File: config.mk
export PLATFORM = sky130hd
export DESIGN_NAME = unsigned_to_decimal_ascii
export DESIGN_NICKNAME = d
export VERILOG_FILES = /design/src/sv/u2da_pkg.sv /design/src/sv/u2da_datapath.sv /design/src/sv/u2da_ctrl.sv /design/src/sv/unsigned_to_decimal_ascii.sv
export VERILOG_INCLUDE_DIRS = /design/src /design/src/sv
export SDC_FILE = /design/constraint.sdc
export NUM_CORES = 1
export LEC_CHECK = 0
export BUFFER_PORTS_ARGS = -buffer_cell sky130_fd_sc_hd__buf_2
export CORE_MARGIN = 4
export CORE_UTILIZATION = 40
export CTS_CLUSTER_SIZE = 10
export DETAILED_ROUTE_END_ITERATION = 10
export PLACE_DENSITY = 0.54
export SYNTH_ARGS = -nofsm -noshare
export SYNTH_HDL_FRONTEND = slang
export SYNTH_SLANG_ARGS = --single-unit
File: constraint.sdc
create_clock -name i_clk -period 5.2 [get_ports i_clk]
set_clock_uncertainty 0.1 [all_clocks]
set_input_delay 0.26 -clock i_clk [delete_from_list [all_inputs] [get_ports i_clk]]
set_output_delay 0.26 -clock i_clk [all_outputs]
set_load 0.02 [all_outputs]
File: src/sv/unsigned_to_decimal_ascii_defines.svh
// Assertion macros for the converter's RTL, included by u2da_ctrl.sv.
`ifndef UNSIGNED_TO_DECIMAL_ASCII_DEFINES_SVH
`define UNSIGNED_TO_DECIMAL_ASCII_DEFINES_SVH

`ifndef ASSERT_OFF
// Clocked check that is switched off while reset is asserted.
`define UDA_ASSERT(lbl, clk, rst_n, prop, msg) \
    lbl: assert property (@(posedge clk) disable iff (!rst_n) prop) else $error(msg);
// Clocked check that also applies during reset.
`define UDA_ASSERT_ALWAYS(lbl, clk, prop, msg) \
    lbl: assert property (@(posedge clk) prop) else $error(msg);
`else
`define UDA_ASSERT(lbl, clk, rst_n, prop, msg)
`define UDA_ASSERT_ALWAYS(lbl, clk, prop, msg)
`endif

`endif

File: src/sv/u2da_pkg.sv
// Shared widths, constants and controller/datapath interface types.
`default_nettype none

package u2da_pkg;

    localparam int VALUE_W    = 16;
    localparam int CHAR_W     = 6;
    localparam int NUM_DIGITS = 5;
    localparam int BCD_W      = 4 * NUM_DIGITS;
    localparam int CNT_W      = 4;
    localparam int LEFT_W     = 3;

    localparam logic [CHAR_W-1:0] ASCII_ZERO  = 6'd48;
    localparam logic [CNT_W-1:0]  CONV_STEPS  = 4'd15;
    localparam logic [LEFT_W-1:0] DIGITS_FULL = 3'd5;
    localparam logic [LEFT_W-1:0] DIGITS_ONE  = 3'd1;

    // Commands from the controller to the datapath.
    typedef struct packed {
        logic load;
        logic conv_step;
        logic align_step;
        logic emit_step;
    } t_dp_cmd;

    // Status from the datapath to the controller.
    typedef struct packed {
        logic conv_last;
        logic top_zero;
        logic left_one;
    } t_dp_sts;

endpackage

`default_nettype wire

File: src/sv/u2da_datapath.sv
// Shift-and-add-3 binary to BCD datapath with digit alignment and emission.
`default_nettype none

module u2da_datapath
    import u2da_pkg::*;
(
    input  wire logic               i_clk,
    input  wire t_dp_cmd            i_cmd,
    input  wire logic [VALUE_W-1:0] i_value,
    output t_dp_sts                 o_sts,
    output logic [CHAR_W-1:0]       o_character,
    output logic                    o_last
);

    logic [VALUE_W-1:0] r_bin;
    logic [BCD_W-1:0]   r_bcd;
    logic [CNT_W-1:0]   r_cnt;
    logic [LEFT_W-1:0]  r_left;
    logic [BCD_W-1:0]   adj_bcd;

    // Any BCD digit of five or more gets three added before the shift.
    always_comb begin
        for (int d = 0; d < NUM_DIGITS; d++) begin
            if (r_bcd[4*d +: 4] >= 4'd5) begin
                adj_bcd[4*d +: 4] = r_bcd[4*d +: 4] + 4'd3;
            end else begin
                adj_bcd[4*d +: 4] = r_bcd[4*d +: 4];
            end
        end
    end

    always_ff @(posedge i_clk) begin
        if (i_cmd.load) begin
            r_bin  <= i_value;
            r_bcd  <= '0;
            r_cnt  <= CONV_STEPS;
            r_left <= DIGITS_FULL;
        end else if (i_cmd.conv_step) begin
            r_bcd <= {adj_bcd[BCD_W-2:0], r_bin[VALUE_W-1]};
            r_bin <= {r_bin[VALUE_W-2:0], 1'b0};
            r_cnt <= r_cnt - 1'b1;
        end else if (i_cmd.align_step || i_cmd.emit_step) begin
            r_bcd  <= {r_bcd[BCD_W-5:0], 4'd0};
            r_left <= r_left - 1'b1;
        end
    end

    always_comb begin
        o_sts.conv_last = (r_cnt == '0);
        o_sts.top_zero  = (r_bcd[BCD_W-1 -: 4] == 4'd0);
        o_sts.left_one  = (r_left == DIGITS_ONE);
    end

    assign o_character = ASCII_ZERO + {2'b00, r_bcd[BCD_W-1 -: 4]};
    assign o_last      = (r_left == DIGITS_ONE);

endmodule

`default_nettype wire

File: src/sv/u2da_ctrl.sv
// Sequencing state machine: load, convert, skip leading zeros, emit digits.
`default_nettype none

`include "unsigned_to_decimal_ascii_defines.svh"

module u2da_ctrl
    import u2da_pkg::*;
(
    input  wire logic    i_clk,
    input  wire logic    i_rst_n,
    input  wire logic    i_valid,
    output logic         o_stall,
    output logic         o_valid,
    input  wire logic    i_stall,
    output t_dp_cmd      o_cmd,
    input  wire t_dp_sts i_sts
);

    typedef enum logic [3:0] {
        S_IDLE  = 4'b0001,
        S_CONV  = 4'b0010,
        S_ALIGN = 4'b0100,
        S_EMIT  = 4'b1000
    } t_state;

    t_state r_state;
    t_state n_state;

    always_ff @(posedge i_clk) begin
        if (!i_rst_n) begin
            r_state <= S_IDLE;
        end else begin
            r_state <= n_state;
        end
    end

    always_comb begin
        n_state = r_state;
        o_cmd   = '0;
        unique case (r_state)
            S_IDLE: begin
                if (i_valid) begin
                    o_cmd.load = 1'b1;
                    n_state    = S_CONV;
                end
            end
            S_CONV: begin
                o_cmd.conv_step = 1'b1;
                if (i_sts.conv_last) begin
                    n_state = S_ALIGN;
                end
            end
            S_ALIGN: begin
                // Drop leading zero digits, but always keep the units digit.
                if (i_sts.top_zero && !i_sts.left_one) begin
                    o_cmd.align_step = 1'b1;
                end else begin
                    n_state = S_EMIT;
                end
            end
            S_EMIT: begin
                if (!i_stall) begin
                    if (i_sts.left_one) begin
                        n_state = S_IDLE;
                    end else begin
                        o_cmd.emit_step = 1'b1;
                    end
                end
            end
            default: begin
                n_state = S_IDLE;
            end
        endcase
    end

    assign o_stall = (r_state != S_IDLE);
    assign o_valid = (r_state == S_EMIT);

    `UDA_ASSERT(a_cmd_onehot0, i_clk, i_rst_n, $onehot0(o_cmd), "more than one datapath command")
    `UDA_ASSERT(a_load_idle, i_clk, i_rst_n, (o_cmd.load |-> (r_state == S_IDLE && i_valid)), "load outside idle")
    `UDA_ASSERT(a_conv_to_align, i_clk, i_rst_n, ((r_state == S_CONV && i_sts.conv_last) |=> (r_state == S_ALIGN)), "conversion did not end in align")
    `UDA_ASSERT(a_emit_not_last, i_clk, i_rst_n, (o_cmd.emit_step |-> !i_sts.left_one), "shift after final digit")
    `UDA_ASSERT(a_emit_stall_hold, i_clk, i_rst_n, ((o_valid && i_stall) |-> (o_cmd == '0)), "digit moved while stalled")
    `UDA_ASSERT(a_emit_stay_valid, i_clk, i_rst_n, ((o_valid && i_stall) |=> o_valid), "emit state left while stalled")

endmodule

`default_nettype wire

File: src/sv/unsigned_to_decimal_ascii.sv
// Top level: 16-bit unsigned to decimal ASCII digit stream converter.
//
//  Channel | Direction | Handshake          | Payload
//  --------+-----------+--------------------+---------------------------
//  input   | in        | i_valid / o_stall  | i_value[15:0]
//  output  | out       | o_valid / i_stall  | o_character[5:0], o_last
//
//  One item at a time: the item is accepted, converted bit by bit in the
//  shift-and-add-3 BCD datapath, then leading zero digits are suppressed
//  and the remaining digits are emitted, most significant first.
//  o_stall is high from acceptance until the final digit has been taken.
//  A stall on the output holds the current digit; reset (synchronous, active
//  low) returns the controller to idle and drops any item in progress.
`default_nettype none

module unsigned_to_decimal_ascii
    import u2da_pkg::*;
(
    input  wire logic               i_clk,
    input  wire logic               i_rst_n,
    input  wire logic               i_valid,
    output logic                    o_stall,
    input  wire logic [VALUE_W-1:0] i_value,
    output logic                    o_valid,
    input  wire logic               i_stall,
    output logic [CHAR_W-1:0]       o_character,
    output logic                    o_last
);

    t_dp_cmd dp_cmd;
    t_dp_sts dp_sts;

    u2da_ctrl u_ctrl (
        .i_clk   (i_clk),
        .i_rst_n (i_rst_n),
        .i_valid (i_valid),
        .o_stall (o_stall),
        .o_valid (o_valid),
        .i_stall (i_stall),
        .o_cmd   (dp_cmd),
        .i_sts   (dp_sts)
    );

    u2da_datapath u_datapath (
        .i_clk       (i_clk),
        .i_cmd       (dp_cmd),
        .i_value     (i_value),
        .o_sts       (dp_sts),
        .o_character (o_character),
        .o_last      (o_last)
    );

endmodule

`default_nettype wire

==> results of run 1 <==
==> cell families (layout without fill, tap and decap cells) <==
group,Yosys count,in the layout,share of synthesized area (%)
and+or+nand+nor,129,129,23.1
AOI/OAI and AO/OA,67,67,16.5
DFF,47,47,42.6
buffers and inverters,38,54,7.16
adders and majority gates,14,14,6.77
xor gates and xnor gates,10,10,3.39
other,1,2,0.145
muxes,1,1,0.387
==> report_power, final <==
group / internal, uW / switching [uW] / total, uW / leakage (uW)
sequential: 421 / 13.7 / 434 / 0.000405
combinational: 40.6 / 78.1 / 119 / 0.000755
clock: 145 / 129 / 274 / 0.0000548
total: 606 / 221 / 827 / 0.00122
==> area by class of cell <==
type                       count  share of cell area, %
clock buffer                   5                   2.42
inverter                      17                   2.25
tap                           77                   3.39
multi-input combinational    223                   46.1
sequential                    47                   38.8
timing repair buffer          29                   5.38
clock inverter                 3                   1.63
==> final timing paths <==
check | end | startpoint | slack (ns)
worst max-delay path | u_datapath.r_bin[13]$_DFFE_PP_ | u_ctrl.r_state[0]$_SDFFE_PN1P_ | 2.36
worst max register to register | u_datapath.r_bin[13]$_DFFE_PP_ | u_ctrl.r_state[0]$_SDFFE_PN1P_ | 2.36
worst min-delay path | u_datapath.r_bin[7]$_DFFE_PP_ | i_value[7] | 0.11
worst min register to register | u_datapath.r_cnt[0]$_SDFFE_PP1P_ | u_datapath.r_cnt[0]$_SDFFE_PP1P_ | 0.39
==> cells in the final DEF (no fill, tap or decap), types with 2 or more instances in the layout <==
master                     Yosys  final
sky130_fd_sc_hd__dfxtp_1      31     31
sky130_fd_sc_hd__edfxtp_1     16     16
sky130_fd_sc_hd__nand2_1      84     84
sky130_fd_sc_hd__ha_1         14     14
sky130_fd_sc_hd__a21oi_1      19     19
sky130_fd_sc_hd__clkbuf_8      0      5
sky130_fd_sc_hd__buf_2         7     26
sky130_fd_sc_hd__nor2_1       11     11
sky130_fd_sc_hd__a32oi_1       3      3
sky130_fd_sc_hd__o211ai_1      4      4
sky130_fd_sc_hd__inv_1        17     17
sky130_fd_sc_hd__buf_4         7      3
sky130_fd_sc_hd__nor3_1        4      4
sky130_fd_sc_hd__a211oi_2      2      2
sky130_fd_sc_hd__a21o_1        4      4
sky130_fd_sc_hd__or4b_1        2      2
sky130_fd_sc_hd__nand2b_1      5      5
sky130_fd_sc_hd__nor2b_1       2      2
sky130_fd_sc_hd__nand3_1       7      7
sky130_fd_sc_hd__conb_1        1      2
sky130_fd_sc_hd__a31oi_1      11     11
sky130_fd_sc_hd__xnor2_1      10     10
sky130_fd_sc_hd__o21ai_0      15     15
sky130_fd_sc_hd__and3_1        2      2
sky130_fd_sc_hd__nor4b_1       3      2
sky130_fd_sc_hd__a211oi_1      2      2
==> stage by stage <==
step	utilization [%]	setup slack, ns
2_1_floorplan	-	3.07
3_3_place_gp	43.1	2.36
3_5_place_dp	43.1	2.32
4_1_cts	45.0	2.32
5_1_grt	45.0	2.01
6_report	45.0	2.36
==> layer usage <==
layer,GRT usage (%),vias up
met3,2.79,4
met1,20.1,912
li1,-,1076
met4,3.85,0
met5,0,-
met2,23.5,25
==> registers in the layout, indices dropped and copies added, names as in the netlist <==
name and count:
u_ctrl.r_state 4, u_datapath.r_bcd 20, u_datapath.r_cnt 4, u_datapath.r_left 3, u_datapath.r_bin 16
==> worst max-delay path: cells and delay by family, from the launching register on <==
| family | cells | cell delay [ns] |
|---|---|---|
| and+or+nand+nor | 3 | 1.98 |
| DFF | 1 | 0.40 |
==> summary.log, run 1 <==
[drt] DR top layer met4
[finish] Final Cell Area 2840 um2
[finish] Final nets 357
[timing] worst hold slack across all endpoints 0.113 ns
[synth] top cells by count, synth 84 x sky130_fd_sc_hd__nand2_1, 31 x sky130_fd_sc_hd__dfxtp_1, 19 x sky130_fd_sc_hd__a21oi_1
[drt] routed length on met1 2.63 mm
[setup_path] worst path arrival time 2.67 ns
[cts] clock-pin transition on the worst setup and hold timing paths 0.10 ns
[synth] cell types with the largest area share after synthesis sky130_fd_sc_hd__dfxtp_1 24%, sky130_fd_sc_hd__edfxtp_1 19%, sky130_fd_sc_hd__nand2_1 12%
[synth] Post-Synthesis Cells 307
[floorplanning] vertical die dimension 88.4 um
[setup_path] peak fanout along the critical path 24
[timing] worst slew margin relative to its limit 49.7%
[floorplanning] die footprint 7820 um2
[setup_path] category of the worst setup path capture point flop
[cts] PostCTS Resize Cnt 0
[synth] primary flip-flop cell chosen by synthesis mapping sky130_fd_sc_hd__dfxtp_1
[drt] first-pass iteration count of the detailed router 4
[place] placed instance count 393
[drt] WL/cell 13.0 um
[power] maximum VDD drop 0.148 mV
[finish] count of antenna diodes in the layout 0
[timing] Final Setup Violations 0
[cts] number of buffers inserted during clock tree synthesis 5
[finish] area of combinational cells with multiple inputs 1310 um2
[setup_path] CP required 5.04 ns
[power] static power due to leakage 0.00122 uW
[synth] sequential element share of the synthesized area 42.6%
[cts] postcts setup bufs 0
[place] sum of net half-perimeters after detailed placement 3.55 mm
[synth] post-synthesis cell type with the largest combined area sky130_fd_sc_hd__dfxtp_1
[synth] summed instance area of the synthesized netlist 2590 um2
[finish] final std cells w/o fill 401
[setup_path] path type of the worst setup path reg -> reg
[synth] Post-Synthesis Mean Instance Area 8.42 um2
[synth] number of synthesized register bits 47
[drt] Starting DRT DRC Count 67
[drt] number of remaining DRC errors 0
[floorplanning] standard cell core area 6310 um2
[min_path] hold-critical path depth 3
[floorplanning] die width 88.4 um
[setup_path] Setup crit start kind flop
[drt] vias per cell 5.03
[synth] number of warnings printed during yosys synthesis 0
[place] instance area after placement 2720 um2
[place] number of buffers added on ports 26
[synth] dominant cell by count in the synthesized netlist sky130_fd_sc_hd__nand2_1
[place] placer congestion estimate 0.779
[cts] H-tree levels 2
[power] Pwr Density 291 nW/um2
[setup_path] Worst Reg-to-Reg Cells 3
[min_path] Min-Delay Path Class in -> reg
[cts] CTS Hold Bufs 0
[timing] Hold Vio Cnt, Final 0
[cts] number of sinks handled by clock tree synthesis 47
[grt] initial antenna violation count 0
[timing] final critical delay including setup and external delays 2.84 ns
[timing] Final TNS setup 0 ns
[grt] largest net degree at the start of global routing 36
[setup_path] slowest library cell on the worst path sky130_fd_sc_hd__nand2_1
[synth] area share of the largest cell type after synthesis 24.0%
[floorplanning] I/O pin cnt 29
[timing] share of the clock period used by the worst path 54.6%
[synth] Async SR Flop Fraction 0%
[drt] Met2 Routed Length 2.39 mm
[floorplanning] number of rows in the core area 29
[setup_path] ordered list of cells on the worst path nor4b_1 > nand2_1 > nand2_1
[cts] CTS tree done
[grt] vias in the first global route 1888
[cts] maximum root-to-sink buffer count 2
[finish] layout filler cell count 647
[grt] total congestion overflow 0
[timing] fmax 352 MHz
[grt] overall routing resource usage 14.6%
[drt] Total Routed Length 5.22 mm
[cts] library cell used as clock root buffer sky130_fd_sc_hd__clkbuf_8
[setup_path] most common cell type on the critical path sky130_fd_sc_hd__nand2_1
[flow_run] Max Cap Viol 0
[timing] number of pins with negative max-slew slack in the final report 0
[drt] Via Count 2017
[synth] number of distinct library cells after synthesis 44
[finish] fraction of final layout cells sized beyond drive strength 1 13.6%
[timing] Worst-Margin Slew 0.753 ns
[cts] Worst-Skew Late Latency 0.30 ns
[finish] combined flip-flop and latch cell area 1100 um2
[timing] unrepaired setup endpoints after global routing no
[setup_path] delay contributed by the slowest stage of the critical path 0.72 ns
[synth] count of flip-flops with a built-in enable after synthesis 16
[run_status] status finished clean
[floorplanning] initial cell density of the core 41.0%
[finish] growth of design area from synthesis to finish 9.77%
[drt] count of nets left with antenna violations after detail routing 0
[drt] routed wire length on met3 156 um
[grt] wire length of the first global-routing pass 9.07 mm
[power] final total power 827 uW
(Power assumes the default switching activity.)
==> inputs of run 2 (changes only) <==
- ABC_AREA: unset -> 1
- PLACE_DENSITY: 0.54 -> 0.56
- clock period: 5.2 -> 2.35 ns (I/O delays scaled with it)
==> summary.log, run 2 <==
[run_status] status finished clean
[place] Place WS 0.517 ns [-1.81 ns]
[grt] vias in the first global route 2368 [+25%]
[finish] most common cell after layout, fill and taps aside sky130_fd_sc_hd__nand2_1
[setup_path] timing startpoint of the critical path u_datapath.r_left[1]$_SDFFE_PP0P_
[setup_path] register-to-register path setup slack 0.56 ns [-1.80 ns]
[place] placer congestion estimate 0.793 [+1.8%]
[setup_path] worst path arrival time 1.88 ns [-0.79 ns]
[min_path] hold path startpoint i_value[10]
[floorplanning] initial cell density of the core 41.3% [+0.32 points]
[timing] setup slack after layout 0.563 ns [-1.80 ns]
[cts] library cell used as clock root buffer sky130_fd_sc_hd__clkbuf_8
[grt] met3 layer usage reported by global route 2.54% [-0.25 points]
[timing] number of pins with negative max-slew slack in the final report 0 [unchanged]
[cts] maximum root-to-sink buffer count 2 [unchanged]
[floorplanning] I/O pin cnt 29 [unchanged]
[setup_path] CP required 2.44 ns [-2.60 ns]
[timing] Final TNS setup 0 ns [unchanged]
[power] net switching power figure 1070 uW [+390%]
[grt] met1 layer usage reported by global route 19.2% [-0.87 points]
[setup_path] top cell family by delay on the critical path simple AND/OR/NAND/NOR gates
[setup_path] peak fanout along the critical path 17 [-29%]
[floorplanning] vertical die dimension 92.0 um [+4.0%]
[grt] total congestion overflow 0 [unchanged]
[drt] count of nets left with antenna violations after detail routing 0 [unchanged]
[cts] number of buffers inserted during clock tree synthesis 5 [unchanged]
[drt] Starting DRT DRC Count 126 [+88%]
[setup_path] delay contributed by the slowest stage of the critical path 0.31 ns [-0.41 ns]
[setup_path] most common cell type on the critical path sky130_fd_sc_hd__nor2_1
[finish] layout filler cell count 736 [+14%]
[finish] Final nets 465 [+30%]
[floorplanning] standard cell core area 6830 um2 [+8.2%]
[place] placed instance count 505 [+28%]
[power] switch share 38.1% [+11 points]
[power] fraction of power consumed by combinational cells 37.0% [+23 points]
[place] sum of net half-perimeters after detailed placement 4.17 mm [+17%]
[drt] vias per cell 4.81 [-4.4%]
[drt] Via Count 2540 [+26%]
[timing] worst hold slack across all endpoints 0.0136 ns [-0.0995 ns]
[grt] wire length of the first global-routing pass 10.4 mm [+15%]
[drt] WL/cell 11.3 um [-13%]
[timing] fmax 560 MHz [+59%]
[place] number of buffers added on ports 26 [unchanged]
[floorplanning] die width 92.0 um [+4.0%]
[cts] Worst-Skew Late Latency 0.29 ns [about the same]
[power] share of total power in the clock network 19.1% [-14 points]
[synth] sequential element share of the synthesized area 39.0% [-3.5 points]
[grt] largest net degree at the start of global routing 36 [unchanged]
[finish] flip-flop count of the largest register after layout 20 [unchanged]
[synth] summed instance area of the synthesized netlist 2820 um2 [+9.0%]
[synth] dominant cell by count in the synthesized netlist sky130_fd_sc_hd__nand2_1
[grt] met2 track utilization from global routing 24.6% [+1.1 points]
[power] Pwr Density 868 nW/um2 [+200%]
[synth] Post-Synthesis Mean Instance Area 7.12 um2 [-15%]
[synth] number of distinct library cells after synthesis 27 [-39%]
[setup_path] worst path bufs/invs 2 [+2]
[grt] global routing's busiest layer met2
[synth] Post-Synthesis Cells 396 [+29%]
[setup_path] Setup crit start kind flop
[finish] Most flops, register u_datapath.r_bcd
[synth] number of synthesized register bits 47 [unchanged]
[grt] overall routing resource usage 14.6% [+0.031 points]
[synth] count of flip-flops with a built-in enable after synthesis 16 [unchanged]
[setup_path] path type of the worst setup path reg -> reg
[flow_run] Max Cap Viol 0 [unchanged]
[cts] PostCTS Resize Cnt 0 [unchanged]
[timing] Hold Vio Cnt, Final 0 [unchanged]
[cts] number of sinks handled by clock tree synthesis 47 [unchanged]
[cts] H-tree levels 2 [unchanged]
[synth] cell types with the largest area share after synthesis sky130_fd_sc_hd__dfxtp_1 22%, sky130_fd_sc_hd__nand2_1 18%, sky130_fd_sc_hd__edfxtp_1 17%
[setup_path] ordered list of cells on the worst path inv_1 > ha_1 > inv_1 > nor2_1 > nor2_1 > nand2_2 > nand3_4 > o21ai_0 > nor2_1
[finish] largest registers u_datapath.r_bcd x20, u_datapath.r_bin x16
[setup_path] Critical R2R Launch u_datapath.r_left[1]$_SDFFE_PP0P_
[power] Int Pwr 1740 uW [+190%]
[timing] unrepaired setup endpoints after global routing no
[cts] CTS Hold Bufs 15 [+15]
[timing] final critical delay including setup and external delays 1.79 ns [-1.05 ns]
[synth] Async SR Flop Fraction 0% [unchanged]
[finish] fraction of final layout cells sized beyond drive strength 1 12.3% [-1.3 points]
[finish] growth of design area from synthesis to finish 15.0%
[cts] postcts setup bufs 0 [unchanged]
[power] proportion of power drawn by flip-flops and latches 43.9% [-8.6 points]
[floorplanning] die footprint 8460 um2 [+8.2%]
[synth] post-synthesis cell type with the largest combined area sky130_fd_sc_hd__dfxtp_1
[setup_path] category of the worst setup path capture point flop
[min_path] Min-Delay Path Class in -> reg
[setup_path] slowest library cell on the worst path sky130_fd_sc_hd__dfxtp_1
[drt] number of remaining DRC errors 0 [unchanged]
[drt] Total Routed Length 5.97 mm [+15%]
[finish] fraction of the core area covered by cells at the end of the flow 47.5% [+2.5 points]
[finish] final std cells w/o fill 528 [+32%]
[synth] area share of the largest cell type after synthesis 22.0% [-2.0 points]
[drt] first-pass iteration count of the detailed router 4 [unchanged]
[floorplanning] number of rows in the core area 30 [+3.4%]
[timing] share of the clock period used by the worst path 76.0% [+21 points]
[power] static power due to leakage 0.00159 uW [+30%]
[synth] primary flip-flop cell chosen by synthesis mapping sky130_fd_sc_hd__dfxtp_1
[cts] clock-pin transition on the worst setup and hold timing paths 0.09 ns [about the same]
[grt] initial antenna violation count 0 [unchanged]
[synth] top cells by count, synth 137 x sky130_fd_sc_hd__nand2_1, 40 x sky130_fd_sc_hd__inv_1, 34 x sky130_fd_sc_hd__nand3_1
[finish] most frequent cells in the layout 137 x sky130_fd_sc_hd__nand2_1, 40 x sky130_fd_sc_hd__inv_1, 34 x sky130_fd_sc_hd__nand3_1, 31 x sky130_fd_sc_hd__dfxtp_1, 27 x sky130_fd_sc_hd__nand4_1
[cts] CTS tree done
[power] maximum VDD drop 0.427 mV [+190%]
[timing] Final Setup Violations 0 [unchanged]
[finish] count of antenna diodes in the layout 0 [unchanged]
[synth] number of warnings printed during yosys synthesis 0 [unchanged]
-- run 2: cell count changes after synthesis, sizes merged, moves of 6 or more --
cell,previous run,this run
nand2,84,142
nand3,7,36
nand4,0,27
inv,17,43
nor2,11,28
a31oi,11,0
xnor2,10,0
o21ai,15,7
nor3,6,0
-- run 2: metal layers --
| metal | part of all wire, % | wire length, um |
|---|---|---|
| met1 | 49 | 2930 |
| met2 | 46 | 2780 |
| met3 | 3.0 | 179 |
| met4 | 1.4 | 85 |
| met5 | 0 | 0 |
-- run 2: final timing paths --
check	to	depth (start not counted)
worst max-delay path	u_datapath.r_bcd[4]$_SDFFE_PP0P_	9
worst min-delay path	u_datapath.r_bin[10]$_DFFE_PP_	3
worst max register to register	u_datapath.r_bcd[4]$_SDFFE_PP0P_	9
worst min register to register	u_datapath.r_cnt[3]$_SDFFE_PP1P_	2
-- run 2: cells by family (layout without fill, tap and decap cells) --
| logic type | Yosys count | count (layout) | synth area share [%] |
|---|---|---|---|
| AO/OA/AOI/OAI | 37 | 37 | 6.92 |
| adder cells (fa/ha/maj) | 14 | 14 | 6.21 |
| buffers and inverters | 63 | 98 | 10.2 |
| flip-flops | 47 | 47 | 39.0 |
| other | 1 | 2 | 0.133 |
| AND/OR/NAND/NOR | 234 | 234 | 37.5 |
-- run 2: power groups by stage --
stage                     Sequential [uW]  Clock (uW)  Combinational, uW
after floorplan                      1230           0                813
after global placement               1250           0               1030
after detailed placement             1260           0               1040
after CTS                            1240         558               1070
after global routing                 1260         595               1210
final                                1240         537               1040
-- run 2: area by class of cell --
| type | instances | area [um2] | share of cell area [%] |
|---|---|---|---|
| Timing Repair Buffer | 47 | 325 | 10.0 |
| Tap cell | 96 | 120 | 3.70 |
| Multi-Input combinational cell | 287 | 1440 | 44.2 |
| Clock buffer | 8 | 101 | 3.12 |
| Sequential cell | 47 | 1100 | 33.9 |
| Inverter | 43 | 161 | 4.97 |
-- run 2: worst register-to-register path, cell delays in order, from the launching register on --
cell	delay (ns)
sky130_fd_sc_hd__dfxtp_1	0.31
sky130_fd_sc_hd__inv_1	0.07
sky130_fd_sc_hd__ha_1	0.16
sky130_fd_sc_hd__inv_1	0.04
sky130_fd_sc_hd__nor2_1	0.16
sky130_fd_sc_hd__nor2_1	0.08
sky130_fd_sc_hd__nand2_2	0.24
sky130_fd_sc_hd__nand3_4	0.25
sky130_fd_sc_hd__o21ai_0	0.22
sky130_fd_sc_hd__nor2_1	0.05
-- run 2: through the flow --
stage	instance area, um2	power, uW
2_1_floorplan	2820	2050
6_report	3240	2820
4_1_cts	3240	2860
3_5_place_dp	2990	2300
3_3_place_gp	2990	2280
5_1_grt	3240	3070
==> inputs of run 3 (changes only) <==
- clock period: 2.35 -> 1.4 ns (I/O delays scaled with it)
==> summary.log, run 3 (same netlist as run 2, synthesis figures left out) <==
[run_status] status finished with violations
[run_status] violated checks negative setup slack
[power] maximum VDD drop 0.881 mV [+110%]
[power] static power due to leakage 0.00204 uW [+29%]
[floorplanning] die footprint 8460 um2 [unchanged]
[min_path] Min-Delay Path Class in -> reg
[cts] library cell used as clock root buffer sky130_fd_sc_hd__clkbuf_8
[finish] most frequent cells in the layout 106 x sky130_fd_sc_hd__nand2_1, 49 x sky130_fd_sc_hd__buf_4, 34 x sky130_fd_sc_hd__inv_1, 27 x sky130_fd_sc_hd__nand4_1, 26 x sky130_fd_sc_hd__nand3_1
[cts] CTS tree done
[timing] Hold Vio Cnt, Final 0 [unchanged]
[setup_path] worst path arrival time 1.64 ns [-0.24 ns]
[finish] Final nets 529 [+14%]
[cts] Worst-Skew Late Latency 0.30 ns [about the same]
[finish] layout filler cell count 610 [-17%]
[power] net switching power figure 2500 uW [+130%]
[drt] count of nets left with antenna violations after detail routing 0 [unchanged]
[finish] count of antenna diodes in the layout 0 [unchanged]
[place] instance area after placement 3410 um2 [+14%]
[power] final total power 6540 uW [+130%]
[floorplanning] initial cell density of the core 41.3% [unchanged]
[setup_path] Setup crit start kind flop
[finish] most common cell after layout, fill and taps aside sky130_fd_sc_hd__nand2_1
[cts] number of buffers inserted during clock tree synthesis 5 [unchanged]
[power] switch share 38.3% [+0.23 points]
[drt] number of remaining DRC errors 0 [unchanged]
[drt] Starting DRT DRC Count 152 [+21%]
[place] placed instance count 550 [+8.9%]
[timing] fmax 649 MHz [+16%]
[setup_path] CP required 1.50 ns [-0.94 ns]
[power] fraction of power consumed by combinational cells 50.9% [+14 points]
[place] number of buffers added on ports 26 [unchanged]
[setup_path] category of the worst setup path capture point flop
[floorplanning] standard cell core area 6830 um2 [unchanged]
[timing] worst hold slack across all endpoints 0.0399 ns [+0.0263 ns]
[drt] Via Count 2897 [+14%]
[timing] unrepaired setup endpoints after global routing yes
[timing] number of pins with negative max-slew slack in the final report 0 [unchanged]
[timing] setup slack after layout -0.141 ns [-0.704 ns]
[drt] Total Routed Length 7.49 mm [+25%]
[timing] final critical delay including setup and external delays 1.54 ns [-0.246 ns]
[finish] growth of design area from synthesis to finish 48.7%
[power] proportion of power drawn by flip-flops and latches 33.9% [-10 points]
[grt] total congestion overflow 0 [unchanged]
[finish] final std cells w/o fill 592 [+12%]
[finish] Final Cell Area 4190 um2 [+29%]
[floorplanning] vertical die dimension 92.0 um [unchanged]
[drt] WL/cell 12.7 um [+12%]
[grt] vias in the first global route 2707 [+14%]
[power] share of total power in the clock network 15.2% [-3.9 points]
[drt] vias per cell 4.89 [+1.7%]
[floorplanning] I/O pin cnt 29 [unchanged]
[power] Pwr Density 1560 nW/um2 [+80%]
[cts] H-tree levels 2 [unchanged]
[floorplanning] die width 92.0 um [unchanged]
[place] sum of net half-perimeters after detailed placement 4.87 mm [+17%]
[finish] fraction of the core area covered by cells at the end of the flow 61.4% [+14 points]
[grt] initial antenna violation count 0 [unchanged]
[finish] fraction of final layout cells sized beyond drive strength 1 36.7% [+24 points]
[timing] share of the clock period used by the worst path 110% [+34 points]
[cts] maximum root-to-sink buffer count 2 [unchanged]
[grt] overall routing resource usage 18.0% [+3.4 points]
[flow_run] Max Cap Viol 0 [unchanged]
[place] placer congestion estimate 0.774 [-2.4%]
[cts] number of sinks handled by clock tree synthesis 47 [unchanged]
[finish] Most flops, register u_datapath.r_bcd
[power] Int Pwr 4030 uW [+130%]
[cts] clock-pin transition on the worst setup and hold timing paths 0.09 ns [about the same]
[drt] first-pass iteration count of the detailed router 4 [unchanged]
[timing] Final Setup Violations 59 [+59]
[floorplanning] number of rows in the core area 30 [unchanged]
[finish] largest registers u_datapath.r_bcd x20, u_datapath.r_bin x16
[grt] wire length of the first global-routing pass 12.6 mm [+21%]
[grt] largest net degree at the start of global routing 18 [-50%]
[setup_path] peak fanout along the critical path 7 [-10]
[setup_path] path type of the worst setup path reg -> reg
[finish] flip-flop count of the largest register after layout 20 [unchanged]
run 3: changes by cell type in the layout (fill, tap and decap cells not counted), sizes merged, moves of 2 or more:
| cell | previous run | this run |
|---|---|---|
| buf | 32 | 90 |
| clkinv | 0 | 3 |
| dlygate4sd3 | 15 | 17 |
| clkbuf | 8 | 6 |
| nand3 | 36 | 38 |
run 3: repair_timing:
action	in CTS	in global routing
buffers inserted	12	3
hold buffers	17	0
pin swaps	22	17
gates cloned	5	1
endpoints found under the setup margin	57	65
hold endpoints to repair	20	0
gates resized for setup	43	61
run 3: through the flow:
step           TNS [ns]  worst slack, ns
2_1_floorplan     -4.89           -0.129
3_3_place_gp      -2.70           -0.119
3_5_place_dp      -3.92           -0.158
4_1_cts           -2.81           -0.135
5_1_grt           -9.83           -0.242
6_report          -5.36           -0.141
run 3: worst paths after layout:
path / startpoint / endpoint / slack [ns] / cells after the start
max: u_datapath.r_left[1]$_SDFFE_PP0P_ / u_datapath.r_bcd[4]$_SDFFE_PP0P_ / -0.14 / 10
min reg2reg: u_datapath.r_cnt[0]$_SDFFE_PP1P_ / u_datapath.r_cnt[0]$_SDFFE_PP1P_ / 0.39 / 2
min: i_valid / u_ctrl.r_state[0]$_SDFFE_PN1P_ / 0.04 / 4
max reg2reg: u_datapath.r_left[1]$_SDFFE_PP0P_ / u_datapath.r_bcd[4]$_SDFFE_PP0P_ / -0.14 / 10
run 3: final cells by class:
type                       instances  area, um2  area share [%]
clock buffer                       5       68.8            1.64
clock inverter                     3       38.8           0.925
inverter                          43        171            4.09
multi-input combinational        290       1740            41.6
sequential                        47       1120            26.6
tap                               96        120            2.86
timing repair buffer             108        933            22.3
run 3: metal layers:
| metal | track usage (%) | routed length, um |
|---|---|---|
| met5 | 0 | 0 |
| met4 | 3.59 | 29 |
| met3 | 2.87 | 254 |
| met2 | 30.5 | 3670 |
| met1 | 24.5 | 3540 |
run 3: worst max-delay path, cell delays in order, from the launching register on:
cell                      delay (ns)
sky130_fd_sc_hd__dfxtp_2        0.33
sky130_fd_sc_hd__inv_2          0.07
sky130_fd_sc_hd__ha_4           0.15
sky130_fd_sc_hd__inv_4          0.03
sky130_fd_sc_hd__nor2_4         0.12
sky130_fd_sc_hd__nor2_4         0.05
sky130_fd_sc_hd__nand2_4        0.15
sky130_fd_sc_hd__buf_4          0.15
sky130_fd_sc_hd__nand3_4        0.10
sky130_fd_sc_hd__o21ai_1        0.13
sky130_fd_sc_hd__nor2_1         0.05
run 3: power groups by stage:
stage               clock network, uW  logic (uW)  registers (uW)
finish                            996        3320            2220
floorplan                           0        1480            2090
detailed placement                  0        2230            2130
global placement                    0        2210            2110
CTS                              1010        2850            2120
global route                     1070        3620            2250
